**config.mk**
```make
export PLATFORM = sky130hd
export DESIGN_NAME = olid_ctrl
export DESIGN_NICKNAME = d
export VERILOG_FILES = /design/src/olid_pkg.sv /design/src/olid_ctrl.sv
export SDC_FILE = /design/constraint.sdc
export NUM_CORES = 1
export LEC_CHECK = 0
export ABC_CLOCK_PERIOD_IN_PS = 6500
export BUFFER_PORTS_ARGS = -buffer_cell sky130_fd_sc_hd__buf_2
export CELL_PAD_IN_SITES_DETAIL_PLACEMENT = 1
export CELL_PAD_IN_SITES_GLOBAL_PLACEMENT = 1
export CORE_UTILIZATION = 42
export CTS_CLUSTER_DIAMETER = 60
export DETAILED_ROUTE_END_ITERATION = 8
export GPL_TIMING_DRIVEN = 0
export PLACE_DENSITY_LB_ADDON = 0.1
export RECOVER_POWER = 100
export SYNTH_ARGS = -nofsm -noshare
export SYNTH_HDL_FRONTEND = slang
export SYNTH_SLANG_ARGS = --single-unit
export TNS_END_PERCENT = 5
```
**constraint.sdc**
```tcl
create_clock -name clock -period 6.5 [get_ports clock]
set_input_delay 1.3 -clock clock [delete_from_list [all_inputs] [get_ports clock]]
set_output_delay 1.3 -clock clock [all_outputs]
set_load 0.005 [all_outputs]
```
**src/olid_pkg.sv**
```systemverilog
// Package for the ordered list block: widths, request and status codes, sequencer states, result bundle.
package olid_pkg;

   localparam int DEPTH_DEF = 256;
   localparam int DATA_W    = 32;
   localparam int POS_W     = 8;
   localparam int CNT_W     = 9;
   localparam int REQ_W     = 3;
   localparam int STAT_W    = 2;

   typedef enum logic [REQ_W-1:0] {
      REQ_INSERT = 3'd0,
      REQ_APPEND = 3'd1,
      REQ_DELETE = 3'd2,
      REQ_REMOVE = 3'd3,
      REQ_READ   = 3'd4
   } req_code_type;

   typedef enum logic [STAT_W-1:0] {
      STAT_OK       = 2'd0,
      STAT_FULL     = 2'd1,
      STAT_BADPOS   = 2'd2,
      STAT_NOTFOUND = 2'd3
   } status_type;

   typedef enum logic [2:0] {
      S_IDLE,
      S_UP,
      S_DOWN,
      S_SEARCH,
      S_READ,
      S_RDWAIT,
      S_DONE
   } state_type;

   typedef struct packed {
      logic signed [DATA_W-1:0] read_value;
      status_type               status;
      logic [CNT_W-1:0]         count;
   } res_type;

endpackage

```
**src/olid_ctrl.sv**
```systemverilog
// Sequencer: decodes a request and walks the store one entry per cycle.
module olid_ctrl import olid_pkg::*; #(
   parameter int DEPTH = DEPTH_DEF
) (
   input  logic                       clock,
   input  logic                       reset,
   input  logic                       req_valid,
   output logic                       req_stall,
   input  logic [REQ_W-1:0]           req_type,
   input  logic [POS_W-1:0]           req_position,
   input  logic signed [DATA_W-1:0]   req_value,
   output logic                       res_valid,
   input  logic                       res_taken,
   output res_type                    res,
   output logic                       mem_we,
   output logic [$clog2(DEPTH)-1:0]   mem_waddr,
   output logic [DATA_W-1:0]          mem_wdata,
   output logic [$clog2(DEPTH)-1:0]   mem_raddr,
   input  logic [DATA_W-1:0]          mem_rdata
);

   localparam int IW = $clog2(DEPTH);
   localparam int LW = $clog2(DEPTH + 1);
   localparam int CW = (LW > POS_W) ? LW : POS_W;

   state_type                state_ff, state_in;
   logic [LW-1:0]            len_ff, len_in;
   logic                     pend_ff, pend_in;
   logic [LW-1:0]            cur_ff, cur_in;
   logic [LW-1:0]            pos_ff, pos_in;
   logic [IW-1:0]            wr_ff, wr_in;
   logic signed [DATA_W-1:0] val_ff, val_in;
   logic signed [DATA_W-1:0] rd_ff, rd_in;
   status_type               st_ff, st_in;

   logic [CW-1:0] pos_ext, len_ext, tgt_ext;
   logic [LW-1:0] nxt;

   always_ff @(posedge clock) begin
      if (reset) begin
         state_ff <= S_IDLE;
         len_ff   <= '0;
         pend_ff  <= 1'b0;
      end else begin
         state_ff <= state_in;
         len_ff   <= len_in;
         pend_ff  <= pend_in;
      end
   end

   always_ff @(posedge clock) begin
      cur_ff <= cur_in;
      pos_ff <= pos_in;
      wr_ff  <= wr_in;
      val_ff <= val_in;
      rd_ff  <= rd_in;
      st_ff  <= st_in;
   end

   assign pos_ext = CW'(req_position);
   assign len_ext = CW'(len_ff);
   assign nxt     = cur_ff + 1'b1;

   always_comb begin
      state_in  = state_ff;
      len_in    = len_ff;
      pend_in   = 1'b0;
      cur_in    = cur_ff;
      pos_in    = pos_ff;
      wr_in     = wr_ff;
      val_in    = val_ff;
      rd_in     = rd_ff;
      st_in     = st_ff;
      mem_we    = 1'b0;
      mem_waddr = wr_ff;
      mem_wdata = mem_rdata;
      mem_raddr = IW'(cur_ff);
      tgt_ext   = pos_ext;

      case (state_ff)
         S_IDLE: begin
            if (req_valid) begin
               rd_in  = '0;
               st_in  = STAT_OK;
               val_in = req_value;
               cur_in = '0;
               case (req_code_type'(req_type))
                  REQ_INSERT, REQ_APPEND: begin
                     if (req_code_type'(req_type) == REQ_APPEND) begin
                        tgt_ext = len_ext;
                     end
                     if (len_ff == LW'(DEPTH)) begin
                        st_in    = STAT_FULL;
                        state_in = S_DONE;
                     end else if (tgt_ext > len_ext) begin
                        st_in    = STAT_BADPOS;
                        state_in = S_DONE;
                     end else begin
                        pos_in   = LW'(tgt_ext);
                        cur_in   = len_ff;
                        state_in = S_UP;
                     end
                  end
                  REQ_DELETE: begin
                     if (pos_ext >= len_ext) begin
                        st_in    = STAT_BADPOS;
                        state_in = S_DONE;
                     end else begin
                        cur_in   = LW'(pos_ext);
                        state_in = S_DOWN;
                     end
                  end
                  REQ_REMOVE: begin
                     state_in = S_SEARCH;
                  end
                  REQ_READ: begin
                     if (pos_ext >= len_ext) begin
                        st_in    = STAT_BADPOS;
                        state_in = S_DONE;
                     end else begin
                        pos_in   = LW'(pos_ext);
                        state_in = S_READ;
                     end
                  end
                  default: begin
                     state_in = S_DONE;
                  end
               endcase
            end
         end

         // shift up: read k-1, write it to k in the next cycle
         S_UP: begin
            if (pend_ff) begin
               mem_we = 1'b1;
            end
            if (cur_ff != pos_ff) begin
               mem_raddr = IW'(cur_ff - 1'b1);
               pend_in   = 1'b1;
               wr_in     = IW'(cur_ff);
               cur_in    = cur_ff - 1'b1;
            end else if (!pend_ff) begin
               mem_we    = 1'b1;
               mem_waddr = IW'(pos_ff);
               mem_wdata = val_ff;
               len_in    = len_ff + 1'b1;
               state_in  = S_DONE;
            end
         end

         // shift down: read k+1, write it to k in the next cycle
         S_DOWN: begin
            if (pend_ff) begin
               mem_we = 1'b1;
            end
            if (nxt < len_ff) begin
               mem_raddr = IW'(nxt);
               pend_in   = 1'b1;
               wr_in     = IW'(cur_ff);
               cur_in    = nxt;
            end else if (!pend_ff) begin
               len_in   = len_ff - 1'b1;
               state_in = S_DONE;
            end
         end

         // linear search; wr_ff tags the entry whose data is in mem_rdata
         S_SEARCH: begin
            if (pend_ff && (mem_rdata == val_ff)) begin
               cur_in   = LW'(wr_ff);
               state_in = S_DOWN;
            end else if (cur_ff < len_ff) begin
               mem_raddr = IW'(cur_ff);
               pend_in   = 1'b1;
               wr_in     = IW'(cur_ff);
               cur_in    = nxt;
            end else if (!pend_ff) begin
               st_in    = STAT_NOTFOUND;
               state_in = S_DONE;
            end
         end

         S_READ: begin
            mem_raddr = IW'(pos_ff);
            state_in  = S_RDWAIT;
         end

         S_RDWAIT: begin
            rd_in    = mem_rdata;
            state_in = S_DONE;
         end

         S_DONE: begin
            if (res_taken) begin
               state_in = S_IDLE;
            end
         end

         default: begin
            state_in = S_IDLE;
         end
      endcase
   end

   assign req_stall      = (state_ff != S_IDLE);
   assign res_valid      = (state_ff == S_DONE);
   assign res.read_value = rd_ff;
   assign res.status     = st_ff;
   assign res.count      = CNT_W'(len_ff);

endmodule

```
After elaboration in Yosys (flattened, before gate mapping)

Index checks and enable logic that the tools add are counted.

Bits in registers: 105
Bits of input ports: 79
Output and inout bits: 94

$lt $le $gt $ge: 4
Add/subtract/negate cells: 4
Reductions and logical operators: 20
Muxes and demuxes: 70
Eq/ne operators: 30

Operator list:

| cell                | count |
|---|---|
| $mux 9              | 18 |
| $mux 32             | 4 |
| $mux 8              | 10 |
| $pmux 32 s2         | 1 |
| $pmux 9 s2          | 3 |
| $pmux 8 s3          | 2 |
| $pmux 9 s4          | 1 |
| $eq 32x32->1        | 1 |
| $mux 3              | 10 |
| $ne 2x2->1 const B  | 14 |
| $reduce_and 5->1    | 5 |
| $pmux 3 s7          | 1 |
| $add 9x1->9 const B | 2 |
| $lt 9x9->1          | 2 |
| $sub 9x1->9 const B | 2 |
| $mux 2              | 8 |
| $eq 3x2->1 const B  | 4 |
| $eq 3x3->1 const B  | 4 |
| $pmux 3 s4          | 1 |
| $eq 9x9->1 const B  | 1 |
| $ge 8x9->1          | 1 |
| $gt 9x9->1          | 1 |
| $ne 9x9->1          | 1 |
| $pmux 2 s2          | 2 |
| other kinds (14)    | 29 |

Longest topological paths before layout

Gate-level depths: netlist of the first run.

Depth after elaboration: 11
Mapped depth: 14

Least setup slack after synthesis of the first run

Ideal clock, no wire load.

Path type: input -> register
Start: input port req_type[1]
End: register pos_ff[0] (enable)
Setup slack: 1.351 ns
Data arrival time: 4.771 ns
Stages on the path: 12
Path buffers: 3
Cell sequence: clkbuf_1 -> nor3b_1 -> clkbuf_1 -> mux2_2 -> ha_1 -> a21o_1 -> a211oi_1 -> nand3_1 -> a21oi_1 -> clkbuf_1 -> inv_1 -> a21oi_1

Word-level cells in the longest chain between the ends: 8

Ends and longest elaborated chain:

| element                      | line                             | text |
|---|---|---|
| start: declaration           | olid_ctrl.sv:9                   | `input logic [REQ_W-1:0] req_type,` |
| $eq 3x1->1                   | olid_ctrl.sv:87, olid_ctrl.sv:89 |  |
| $mux 9                       | olid_ctrl.sv:89                  | `if (req_code_type'(req_type) == REQ_APPEND) begin` |
| $mux 9                       | olid_ctrl.sv:87                  | `case (req_code_type'(req_type))` |
| $mux 9                       | olid_ctrl.sv:82                  | `if (req_valid) begin` |
| $mux 9                       | olid_ctrl.sv:80                  | `case (state_ff)` |
| $gt 9x9->1                   | olid_ctrl.sv:95                  | `end else if (tgt_ext > len_ext) begin` |
| $ne 2x2->1 (no line)         | -                                |  |
| $reduce_and 6->1 (no line) * | -                                |  |
| end signal: assignment       | olid_ctrl.sv:53                  | `pos_ff <= pos_in;` |
| end: declaration             | olid_ctrl.sv:30                  | `logic [LW-1:0] pos_ff, pos_in;` |

Every way passes the cells marked *; elsewhere a longest branch is shown, timed or not. The select of a mux whose other input is x is not followed.
A chain may end at the register's enable or synchronous reset.

Worst setup path in the final report of the first run

Start: register cur_ff[0]
End: output port mem_raddr[2]

Word-level cells in the longest chain between the ends: 4

Ends and longest elaborated chain:

| element                  | line             | text |
|---|---|---|
| start: declaration       | olid_ctrl.sv:29  | `logic [LW-1:0] cur_ff, cur_in;` |
| start signal: assignment | olid_ctrl.sv:52  | `cur_ff <= cur_in;` |
| $add 9x1->9              | olid_ctrl.sv:62  | `assign nxt = cur_ff + 1'b1;` |
| $lt 9x9->1               | olid_ctrl.sv:156 | `if (nxt < len_ff) begin` |
| $mux 8                   | olid_ctrl.sv:156 |  |
| $pmux 8 s3 *             | olid_ctrl.sv:80  |  |
| end: declaration         | olid_ctrl.sv:18  | `output logic [$clog2(DEPTH)-1:0] mem_raddr,` |

Every way passes the cells marked *; elsewhere a longest branch is shown, timed or not.

==> metrics, run 1 <==
part of the Yosys area used for sequential elements 44.2%; latest clock arrival within the worst-skew pair 0.37 ns; share of synthesized registers carrying an async set or reset 0%; DIE WIDTH 130 µm; last weighted congestion value of the routability-driven placer 0.926; share of the cycle needed by the critical path after routing 89.9%; count of pins on the block boundary 173; proportion of power drawn by flip-flops and latches 33.8%; fraction of power spent switching nets 43.3%; fin crit period 5.85 ns; Final HPWL DP 17.8 mm; number of register bits inferred by synthesis 105; worst min-delay path class reg2reg; hold violation total from the final report 0; CTS hold repair buffers 0; area grow syn2layout 20.2%; post-synthesis instance total 641; Setup TNS Final 0 ns; P_sw 0.00146 W; first-pass GRT wire length 34.5 mm; Filler cells 1878; core box area 0.0159 mm²; post-place setup slack 0.287 ns; Worst Setup Path Type reg2out; Critical Path Slowest Stage Cell sky130_fd_sc_hd__a211oi_1; Clk Tree Root Cell sky130_fd_sc_hd__clkbuf_16; Post-Synthesis Mean Instance Area 10.7 µm²; std cell rows 46; total routing resource utilization after global routing 27.6%; Vias/cell 5.74; port bufs 170; Pwr per Cell Area 410 mW/mm²; kind of start point of the critical path register; number of cells in the design after placement 1028; Inserted Clock Buffers 9; # Post-CTS Setup Buffers 0; initial detailed-routing violation count 335; die outline height 130 µm; average wire per standard cell 21.8 µm; Highest Clock Rate 0.171 GHz; vias in the first global route 6226; Max-cap violations 1; Remaining DRCs 0; fraction of power consumed by combinational cells 48.3%; Final Power 0.00337 W; number of nets in the layout 946; count of instances resized after the clock tree is built 0; chain of cells forming the critical path clkbuf_1 -> inv_1 -> nor3_1 -> nand2_1 -> xnor2_1 -> ha_1 -> o21ai_0 -> nor2_1 -> or4_1 -> a211oi_1 -> clkbuf_1 -> nor2b_1 -> o21ai_0 -> o211ai_1 -> clkbuf_1; highest cell delay on the worst timing path 0.67 ns; post-synthesis instance area 0.00683 mm²; top flip-flop cell by instance count after synthesis sky130_fd_sc_hd__edfxtp_1; H-tree level count 3; CP endpoint kind primary output; proportion of power drawn by the clock network 17.9%; Internal Dissipation 0.00191 W; DRT Pass-1 Iters 5; CP Max Fanout 9; nets in the synthesized netlist 762; CTS tree yes; Setup Viol. Count Final 0; Worst Max-Slew Pin Slew 2.15 ns; floorplan die area 0.0168 mm²; final standard cell count with taps included and fillers excluded 1048; number of clock sinks 105; leakage power summed over all cells 3.14 nW; most used cell along the critical path sky130_fd_sc_hd__clkbuf_1; internal reg-to-reg setup slack 1.34 ns; violated checks capacitance limit, slew limit; Synth cell types 55; CTS clock-pin slew for the worst setup and hold paths 0.08 ns; setup clock skew after layout 0.0121 ns; Final Routed Wirelength 22.8 mm; starting density of the core 43.0%; antenna violations before repair 2; count of flip-flops with a built-in enable after synthesis 92; outcome finished, violations left; maximum clock insertion buffer count 2; Final Worst Setup Slack 0.654 ns; overflow left after global routing 0; Via Count 6012; max-slew headroom at the worst pin -44.9%; number of warning messages in the yosys log 0; setup repair after global routing missed its margin no; data required time of the worst path 5.20 ns; Max IR drop VDD 0.000211 V; arrival time of the worst setup path 4.55 ns; fraction of layout cells with a size suffix above 1 22.0%; maximum number of pins on one net before global-route repair 33; count of nets left with antenna violations after detail routing 0; max-slew violations 15
## worst max-delay path, delay by kind of cell, from the launching register on
family / cells / cell delay, ns
xor+xnor: 1 / 0.34
compound gates: 4 / 1.06
flops: 1 / 0.38
fa+ha+maj: 1 / 0.32
buf+inv: 4 / 1.00
simple gates: 5 / 1.07
## metrics by stage
step                instance area, µm²  util [%]  hold slack (ns)
global placement                  7960      50.1            0.469
detailed placement                7990      50.3            0.483
finish                            8210      51.7            0.496
global route                      8210      51.7            0.519
floorplan                         6830         -            0.452
CTS                               8320      52.4            0.501
## sequential cells by signal (all words and copies together) (netlist names)
name      cells
val_ff       32
len_ext       9
state_ff      3
cur_ff        9
st_ff         2
pend_ff       1
pos_ff        9
rd_ff        32
wr_ff         8
## layout make-up
class | instances | area [µm²] | share of cell area (%)
multi-input combinational | 477 | 3580 | 43.6
sequential | 105 | 3020 | 36.8
timing repair buffer | 173 | 786 | 9.57
tap | 216 | 270 | 3.29
clock buffer | 9 | 225 | 2.74
buffer | 31 | 116 | 1.42
inverter | 28 | 105 | 1.28
clock inverter | 7 | 98.8 | 1.20
antenna | 2 | 5.00 | 0.0609
## cells by family (layout without fill, tap and decap cells)
| group | after synthesis | in the layout | share of synthesized area, % |
|---|---|---|---|
| compound gates | 133 | 133 | 13.2 |
| xor+xnor | 64 | 64 | 8.20 |
| fa+ha+maj | 42 | 42 | 7.80 |
| buf+inv | 59 | 248 | 3.26 |
| flops | 105 | 105 | 44.2 |
| mux | 56 | 56 | 9.21 |
| other cells | 0 | 2 | 0 |
| simple gates | 182 | 182 | 14.1 |
## path summary, 6_finish.rpt
kind                                 from            to  depth (start not counted)
worst max-delay path            cur_ff[0]  mem_raddr[2]                         15
worst min-delay path            cur_ff[0]      wr_ff[0]                          0
worst max register to register  cur_ff[0]     cur_ff[2]                         13
worst min register to register  cur_ff[0]      wr_ff[0]                          0
## cell usage after synthesis, drive strengths merged, types with 13 or more instances
| cell | count | share of area, % |
|---|---|---|
| nand3 | 13 | 1.0 |
| a211oi | 13 | 1.5 |
| clkbuf | 28 | 1.5 |
| and3 | 36 | 3.3 |
| a21oi | 19 | 1.4 |
| nand4 | 16 | 1.5 |
| nor2 | 39 | 2.1 |
| nand2 | 31 | 1.7 |
| xor2 | 20 | 2.6 |
| edfxtp | 92 | 40 |
| mux2 | 55 | 9.1 |
| dfxtp | 13 | 3.8 |
| nor3 | 13 | 0.95 |
| xnor2 | 44 | 5.6 |
| o21ai | 34 | 2.5 |
| inv | 26 | 1.4 |
| ha | 41 | 7.5 |
## per-layer routing
metal  vias to the layer above  GRT usage [%]  routed length [µm]
met5                         -              0                  10
met4                         2           8.48                 463
met3                        32           4.38                1130
met2                       182           46.5               11100
met1                      2991           36.4               10100
li1                       2805              -                   -
## power groups by stage
stage	Combinational, W	Sequential, W	Clock [W]
finish	0.00162	0.00114	0.000603
global route	0.00178	0.00116	0.000627
CTS	0.00167	0.00113	0.000613
detailed placement	0.00165	0.00114	0
global placement	0.00155	0.00114	0
floorplan	0.00103	0.00111	0
## placed cells by master, fill, tap and decap left out, types with 12 or more instances in the layout
cell type	Yosys	layout
sky130_fd_sc_hd__nand2_1	31	31
sky130_fd_sc_hd__and3_1	36	36
sky130_fd_sc_hd__edfxtp_1	92	92
sky130_fd_sc_hd__a221oi_1	12	12
sky130_fd_sc_hd__a211oi_1	12	12
sky130_fd_sc_hd__mux2_2	55	54
sky130_fd_sc_hd__inv_1	25	25
sky130_fd_sc_hd__a21oi_1	19	19
sky130_fd_sc_hd__xor2_1	20	20
sky130_fd_sc_hd__nand3_1	12	13
sky130_fd_sc_hd__o21ai_0	34	34
sky130_fd_sc_hd__ha_1	41	41
sky130_fd_sc_hd__xnor2_1	44	44
sky130_fd_sc_hd__dfxtp_1	13	13
sky130_fd_sc_hd__nor3_1	13	13
sky130_fd_sc_hd__nor2_1	39	39
sky130_fd_sc_hd__buf_2	1	108
sky130_fd_sc_hd__nand4_1	16	16
sky130_fd_sc_hd__clkbuf_1	28	95
sky130_fd_sc_hd__a22oi_1	12	12
No activity file was read; power rests on OpenSTA's default activity.
==> run 2: changes to the inputs <==
CELL_PAD_IN_SITES_DETAIL_PLACEMENT = 2   (was 1)
CELL_PAD_IN_SITES_GLOBAL_PLACEMENT = 2   (was 1)
CORE_MARGIN = 4   (was default)
CORE_UTILIZATION = 34   (was 42)
CTS_BUF_LIST = sky130_fd_sc_hd__clkbuf_8 sky130_fd_sc_hd__clkbuf_16   (was default)
==> run 2 against run 1 <==
Compared with the run above:
- the flow still finishes with violations (capacitance limit, slew limit)
- wire length is 13% higher
- clock power about the same
- register-to-register slack lost 0.12 ns
- power grew 1.5%
- core utilization shrank 9.4 points
- maximum frequency is 4.3% lower
- critical path type unchanged
- largest cell class unchanged
- highest routed layer is now met4
==> metrics, run 2 (same netlist as run 1, synthesis figures left out) <==
floorplan die area 0.0224 mm² (was 0.0168 mm²); # Post-CTS Setup Buffers 0 (unchanged); CTS tree yes (unchanged); leakage power summed over all cells 3.15 nW (was 3.14 nW); fin crit period 6.11 ns (was 5.85 ns); number of nets in the layout 947 (was 946); maximum clock insertion buffer count 2 (unchanged); Setup TNS Final 0 ns (unchanged); Regs by FF count rd_ff (32), val_ff (32) (unchanged); CP endpoint kind primary output (unchanged); last weighted congestion value of the routability-driven placer 0.841 (was 0.926); H-tree level count 3 (unchanged); Final Power 0.00341 W (was 0.00337 W); commonest non-fill, non-tap cell in the layout sky130_fd_sc_hd__buf_2 (unchanged); max-slew violations 35 (was 15); std cell rows 51 (was 46); maximum number of pins on one net before global-route repair 33 (unchanged); CTS hold repair buffers 0 (unchanged); internal reg-to-reg setup slack 1.22 ns (was 1.34 ns); fraction of layout cells with a size suffix above 1 21.7% (was 22.0%); port bufs 170 (unchanged); vias in the first global route 6602 (was 6226); initial detailed-routing violation count 314 (was 335); share of the cycle needed by the critical path after routing 94.0% (was 89.9%); final standard cell count with taps included and fillers excluded 1097 (was 1048); arrival time of the worst setup path 4.81 ns (was 4.55 ns); outcome finished, violations left (unchanged); fraction of power spent switching nets 44.0% (was 43.3%); Max IR drop VDD 0.000141 V (was 0.000211 V); fraction of power consumed by combinational cells 49.0% (was 48.3%); data required time of the worst path 5.20 ns (about the same); Max-cap violations 2 (was 1); setup repair after global routing missed its margin no (unchanged); core box area 0.0196 mm² (was 0.0159 mm²); latest clock arrival within the worst-skew pair 0.37 ns (about the same); Pwr per Cell Area 412 mW/mm² (was 410 mW/mm²); most used cells in the layout excluding fill and tap cells sky130_fd_sc_hd__buf_2, sky130_fd_sc_hd__clkbuf_1, sky130_fd_sc_hd__edfxtp_1 (unchanged); worst min-delay path class reg2reg (unchanged); max-slew headroom at the worst pin -14.7% (was -44.9%); Via Count 6025 (was 6012); post-place setup slack 0.117 ns (was 0.287 ns); count of pins on the block boundary 173 (unchanged); average wire per standard cell 23.5 µm (was 21.8 µm); DRT Pass-1 Iters 5 (unchanged); total routing resource utilization after global routing 22.7% (was 27.6%); start point of the critical path cur_ff[0] (unchanged); Internal Dissipation 0.00191 W (about the same); number of cells in the design after placement 1077 (was 1028); CTS clock-pin slew for the worst setup and hold paths 0.08 ns (about the same); proportion of power drawn by flip-flops and latches 33.3% (was 33.8%); kind of start point of the critical path register (unchanged); Final HPWL DP 20.5 mm (was 17.8 mm); Inserted Clock Buffers 9 (unchanged); area grow syn2layout 21.2% (was 20.2%); Final Worst Setup Slack 0.392 ns (was 0.654 ns); violated checks capacitance limit, slew limit (unchanged); Remaining DRCs 0 (unchanged); Worst Setup Path Type reg2out (unchanged); CP Max Fanout 9 (unchanged); number of clock sinks 105 (unchanged); Vias/cell 5.49 (was 5.74); Final Routed Wirelength 25.7 mm (was 22.8 mm); hold violation total from the final report 0 (unchanged); starting density of the core 34.9% (was 43.0%); DIE WIDTH 150 µm (was 130 µm); first-pass GRT wire length 38.8 mm (was 34.5 mm); Worst Hold Launch cur_ff[0] (unchanged); Worst Max-Slew Pin Slew 1.70 ns (was 2.15 ns); overflow left after global routing 0 (unchanged); setup clock skew after layout 0.0141 ns (was 0.0121 ns); count of instances resized after the clock tree is built 0 (unchanged); count of nets left with antenna violations after detail routing 0 (unchanged); P_sw 0.00150 W (was 0.00146 W); Highest Clock Rate 0.164 GHz (was 0.171 GHz); Setup Viol. Count Final 0 (unchanged); FF-to-FF Start cur_ff[0] (unchanged); die outline height 150 µm (was 130 µm); Clk Tree Root Cell sky130_fd_sc_hd__clkbuf_16 (unchanged); antenna violations before repair 0 (was 2); final core utilization 42.3% (was 51.7%); proportion of power drawn by the clock network 17.7% (was 17.9%)
-- run 2: power by group through the flow --
stage | registers, W | logic [W] | clock network [W]
finish | 0.00114 | 0.00167 | 0.000604
CTS | 0.00113 | 0.00172 | 0.000609
detailed placement | 0.00115 | 0.00170 | 0
global placement | 0.00114 | 0.00160 | 0
floorplan | 0.00111 | 0.00103 | 0
global route | 0.00116 | 0.00186 | 0.000631
-- run 2: worst paths after layout --
check,cells past startpoint,end
setup reg to reg,13,cur_ff[8]
hold reg to reg,0,wr_ff[0]
hold / removal,0,wr_ff[0]
setup / recovery,15,mem_raddr[7]
-- run 2: cell type report --
type	count	area [µm²]
Multi-Input combinational cell	477	3590
Tap cell	265	332
Timing Repair Buffer	174	796
Fill cell	2192	11300
Antenna cell	1	2.50
Sequential cell	105	3020
Clock inverter	7	92.6
Clock buffer	9	225
Buffer	31	116
Inverter	28	105
-- run 2: worst max-delay path: stages (launching register included) --
cell and delay, ns:
sky130_fd_sc_hd__edfxtp_1 0.38, sky130_fd_sc_hd__clkbuf_1 0.42, sky130_fd_sc_hd__inv_1 0.21, sky130_fd_sc_hd__nor3_1 0.39, sky130_fd_sc_hd__nand2_1 0.14, sky130_fd_sc_hd__xnor2_1 0.40
sky130_fd_sc_hd__ha_1 0.34, sky130_fd_sc_hd__o21ai_0 0.18, sky130_fd_sc_hd__nor2_1 0.09, sky130_fd_sc_hd__or4_1 0.43, sky130_fd_sc_hd__a211oi_1 0.65, sky130_fd_sc_hd__clkbuf_2 0.30
sky130_fd_sc_hd__a221oi_1 0.13, sky130_fd_sc_hd__nand2_1 0.11, sky130_fd_sc_hd__o2bb2ai_1 0.13, sky130_fd_sc_hd__clkbuf_1 0.13
-- run 2: stage by stage --
| stage | hold WS [ns] | cell area [µm²] |
|---|---|---|
| finish | 0.506 | 8280 |
| global route | 0.519 | 8280 |
| CTS | 0.501 | 8370 |
| detailed placement | 0.482 | 8050 |
| global placement | 0.468 | 8020 |
| floorplan | 0.452 | 6830 |
-- run 2: metal layers --
metal,part of all wire (%),vias to the layer above,global-route usage (%)
met5,0,-,0
met4,1.1,0,4.35
met3,4.7,25,4.54
met2,49,161,39.1
met1,45,3050,30.0
li1,-,2789,-
==> run 3: changes to the inputs <==
PLACE_DENSITY = 0.92   (was default)
PLACE_DENSITY_LB_ADDON = default   (was 0.1)
==> run 3 against run 2 <==
Compared with the run above:
- the flow still finishes with violations (capacitance limit, slew limit)
- maximum frequency grew 2.2%
- die area is the same
- core utilization shrank 0.10 points
- critical path depth shrank 1
- critical path type unchanged
- largest power group unchanged
- highest routed layer unchanged
==> metrics, run 3 (same netlist as run 1, synthesis figures left out) <==
arrival time of the worst setup path 4.68 ns (was 4.81 ns); hold violation total from the final report 0 (unchanged); starting density of the core 34.9% (unchanged); Inserted Clock Buffers 9 (unchanged); data required time of the worst path 5.20 ns (about the same); fraction of layout cells with a size suffix above 1 21.0% (was 21.7%); most used cells in the layout excluding fill and tap cells sky130_fd_sc_hd__buf_2, sky130_fd_sc_hd__clkbuf_1, sky130_fd_sc_hd__edfxtp_1 (unchanged); Worst Hold Launch cur_ff[5] (was cur_ff[0]); gate family responsible for the most delay along the worst path compound AO/OA/AOI/OAI gates (was simple AND/OR/NAND/NOR gates); outcome finished, violations left (unchanged); Internal Dissipation 0.00190 W (was 0.00191 W); count of pins on the block boundary 173 (unchanged); Vias/cell 5.72 (was 5.49); count of nets left with antenna violations after detail routing 0 (unchanged); Critical Path Slowest Stage Cell sky130_fd_sc_hd__a211oi_2 (was sky130_fd_sc_hd__a211oi_1); maximum clock insertion buffer count 2 (unchanged); maximum number of pins on one net before global-route repair 33 (unchanged); antenna violations before repair 3 (was 0); Max IR drop VDD 0.000164 V (was 0.000141 V); Clk Tree Root Cell sky130_fd_sc_hd__clkbuf_16 (unchanged); core box area 0.0196 mm² (unchanged); highest cell delay on the worst timing path 0.67 ns (was 0.65 ns); CP Max Fanout 10 (was 9); std cell rows 51 (unchanged); area grow syn2layout 20.9% (was 21.2%); CP Buf/Inv Count 3 (was 4); last weighted congestion value of the routability-driven placer 0.833 (was 0.841); proportion of power drawn by flip-flops and latches 33.1% (was 33.3%); Pwr per Cell Area 422 mW/mm² (was 412 mW/mm²); Highest Clock Rate 0.167 GHz (was 0.164 GHz); number of nets in the layout 945 (was 947); H-tree level count 3 (unchanged); floorplan die area 0.0224 mm² (unchanged); hold slack final 0.530 ns (was 0.506 ns); start point of the critical path cur_ff[0] (unchanged); setup repair after global routing missed its margin no (unchanged); Setup TNS Final 0 ns (unchanged); Final Routed Wirelength 28.5 mm (was 25.7 mm); Worst Setup Path Type reg2out (unchanged); internal reg-to-reg setup slack 1.12 ns (was 1.22 ns); average wire per standard cell 26.0 µm (was 23.5 µm); CP endpoint kind primary output (unchanged); CTS tree yes (unchanged); overflow left after global routing 0 (unchanged); Worst setup endpoint mem_raddr[4] (was mem_raddr[7]); Final Power 0.00348 W (was 0.00341 W); number of clock sinks 105 (unchanged); Worst R2R End cur_ff[3] (was cur_ff[8]); fin crit period 5.98 ns (was 6.11 ns); CTS hold repair buffers 0 (unchanged); P_sw 0.00158 W (was 0.00150 W); die outline height 150 µm (unchanged); share of the cycle needed by the critical path after routing 92.0% (was 94.0%); CTS clock-pin slew for the worst setup and hold paths 0.08 ns (about the same); total routing resource utilization after global routing 24.9% (was 22.7%); vias in the first global route 6905 (was 6602); worst min-delay path class reg2reg (unchanged); Final HPWL DP 22.1 mm (was 20.5 mm); Max-cap violations 2 (unchanged); max-slew violations 17 (was 35); Via Count 6286 (was 6025); Filler cells 2136 (was 2192); leakage power summed over all cells 3.11 nW (was 3.15 nW); Remaining DRCs 0 (unchanged); first-pass GRT wire length 42.0 mm (was 38.8 mm); port bufs 170 (unchanged); chain of cells forming the critical path clkbuf_1 -> inv_1 -> nor3_1 -> nand2_1 -> xnor2_1 -> ha_1 -> o21ai_0 -> nor2_1 -> or4_1 -> a211oi_2 -> a221oi_1 -> nand2_1 -> o2bb2ai_1 -> clkbuf_1 (was clkbuf_1 -> inv_1 -> nor3_1 -> nand2_1 -> xnor2_1 -> ha_1 -> o21ai_0 -> nor2_1 -> or4_1 -> a211oi_1 -> clkbuf_2 -> a221oi_1 -> nand2_1 -> o2bb2ai_1 -> clkbuf_1); # Post-CTS Setup Buffers 0 (unchanged); Regs by FF count rd_ff (32), val_ff (32) (unchanged); kind of start point of the critical path register (unchanged); Levels on crit path 14 (was 15); Setup Viol. Count Final 0 (unchanged); Worst Max-Slew Pin Slew 2.51 ns (was 1.70 ns); fraction of power consumed by combinational cells 50.0% (was 49.0%); DIE WIDTH 150 µm (unchanged); latest clock arrival within the worst-skew pair 0.37 ns (about the same); setup clock skew after layout 0.00744 ns (was 0.0141 ns); FF-to-FF Start cur_ff[0] (unchanged); max-slew headroom at the worst pin -69.4% (was -14.7%); DRT Pass-1 Iters 5 (unchanged); worst reg2reg path depth 13 (unchanged); initial detailed-routing violation count 500 (was 314); fraction of power spent switching nets 45.4% (was 44.0%); proportion of power drawn by the clock network 16.9% (was 17.7%); count of instances resized after the clock tree is built 0 (unchanged); violated checks capacitance limit, slew limit (unchanged); commonest non-fill, non-tap cell in the layout sky130_fd_sc_hd__buf_2 (unchanged)
-- run 3: cell count changes in the layout (fill, tap and decap cells not counted), moves of 2 or more --
cell                         before  now
sky130_fd_sc_hd__buf_2          108  105
sky130_fd_sc_hd__clkbuf_1        93   97
sky130_fd_sc_hd__clkbuf_2         3    0
sky130_fd_sc_hd__clkinv_4         2    0
sky130_fd_sc_hd__clkinvlp_4       0    3
sky130_fd_sc_hd__diode_2          1    5
sky130_fd_sc_hd__inv_1           25   27
sky130_fd_sc_hd__mux2_1           8    6
sky130_fd_sc_hd__mux2_2          47   49
-- run 3: power groups by stage --
| stage | registers [W] | logic (W) | clock network, W |
|---|---|---|---|
| after global placement | 0.00114 | 0.00158 | 0 |
| final | 0.00115 | 0.00174 | 0.000589 |
| after global routing | 0.00117 | 0.00190 | 0.000616 |
| after CTS | 0.00114 | 0.00179 | 0.000591 |
| after detailed placement | 0.00116 | 0.00175 | 0 |
| after floorplan | 0.00111 | 0.00103 | 0 |
-- run 3: worst min-delay path by stage --
stage | depth (start not counted) | slack [ns] | to
detailed placement | 0 | 0.51 | wr_ff[5]
CTS | 0 | 0.53 | wr_ff[5]
global placement | 0 | 0.46 | wr_ff[0]
global route | 0 | 0.56 | wr_ff[5]
finish | 0 | 0.53 | wr_ff[5]
floorplan | 0 | 0.45 | wr_ff[3]
-- run 3: through the flow --
stage | setup WS, ns | cell area, µm² | util (%) | cells
final | 0.523 | 8260 | 42.2 | 1099
after global routing | 0.207 | 8260 | 42.1 | 1097
after CTS | 0.150 | 8360 | 42.7 | 1093
after global placement | 0.285 | 8020 | 40.9 | 1076
after detailed placement | 0.00531 | 8060 | 41.1 | 1077
after floorplan | 1.35 | 6830 | - | 641
-- run 3: cell type report --
cell class / instances / area [µm²] / area share, %
antenna: 5 / 12.5 / 0.151
buffer: 31 / 116 / 1.41
clock buffer: 9 / 225 / 2.73
clock inverter: 7 / 81.3 / 0.985
inverter: 28 / 105 / 1.27
multi-input combinational: 477 / 3590 / 43.4
sequential: 105 / 3020 / 36.6
tap: 265 / 332 / 4.01
timing repair buffer: 172 / 777 / 9.41
-- run 3: worst register-to-register path, stage by stage (launching register included) --
cell and delay, ns:
sky130_fd_sc_hd__edfxtp_1 0.43, sky130_fd_sc_hd__clkbuf_1 0.45, sky130_fd_sc_hd__inv_1 0.20, sky130_fd_sc_hd__nor3_1 0.35
sky130_fd_sc_hd__nand2_1 0.12, sky130_fd_sc_hd__xnor2_1 0.36, sky130_fd_sc_hd__ha_1 0.33, sky130_fd_sc_hd__o21ai_0 0.21
sky130_fd_sc_hd__nor2_1 0.10, sky130_fd_sc_hd__o31ai_1 0.38, sky130_fd_sc_hd__and2_0 0.28, sky130_fd_sc_hd__clkbuf_1 0.52
sky130_fd_sc_hd__o21ai_0 0.24, sky130_fd_sc_hd__nor3_1 1.02
-- run 3: routing by layer --
layer	global-route usage, %	wire [µm]	share of wire [%]
met4	10.3	767	2.7
met3	3.36	1350	4.7
met1	30.5	11600	41
met2	44.1	14800	52
met5	0	0	0
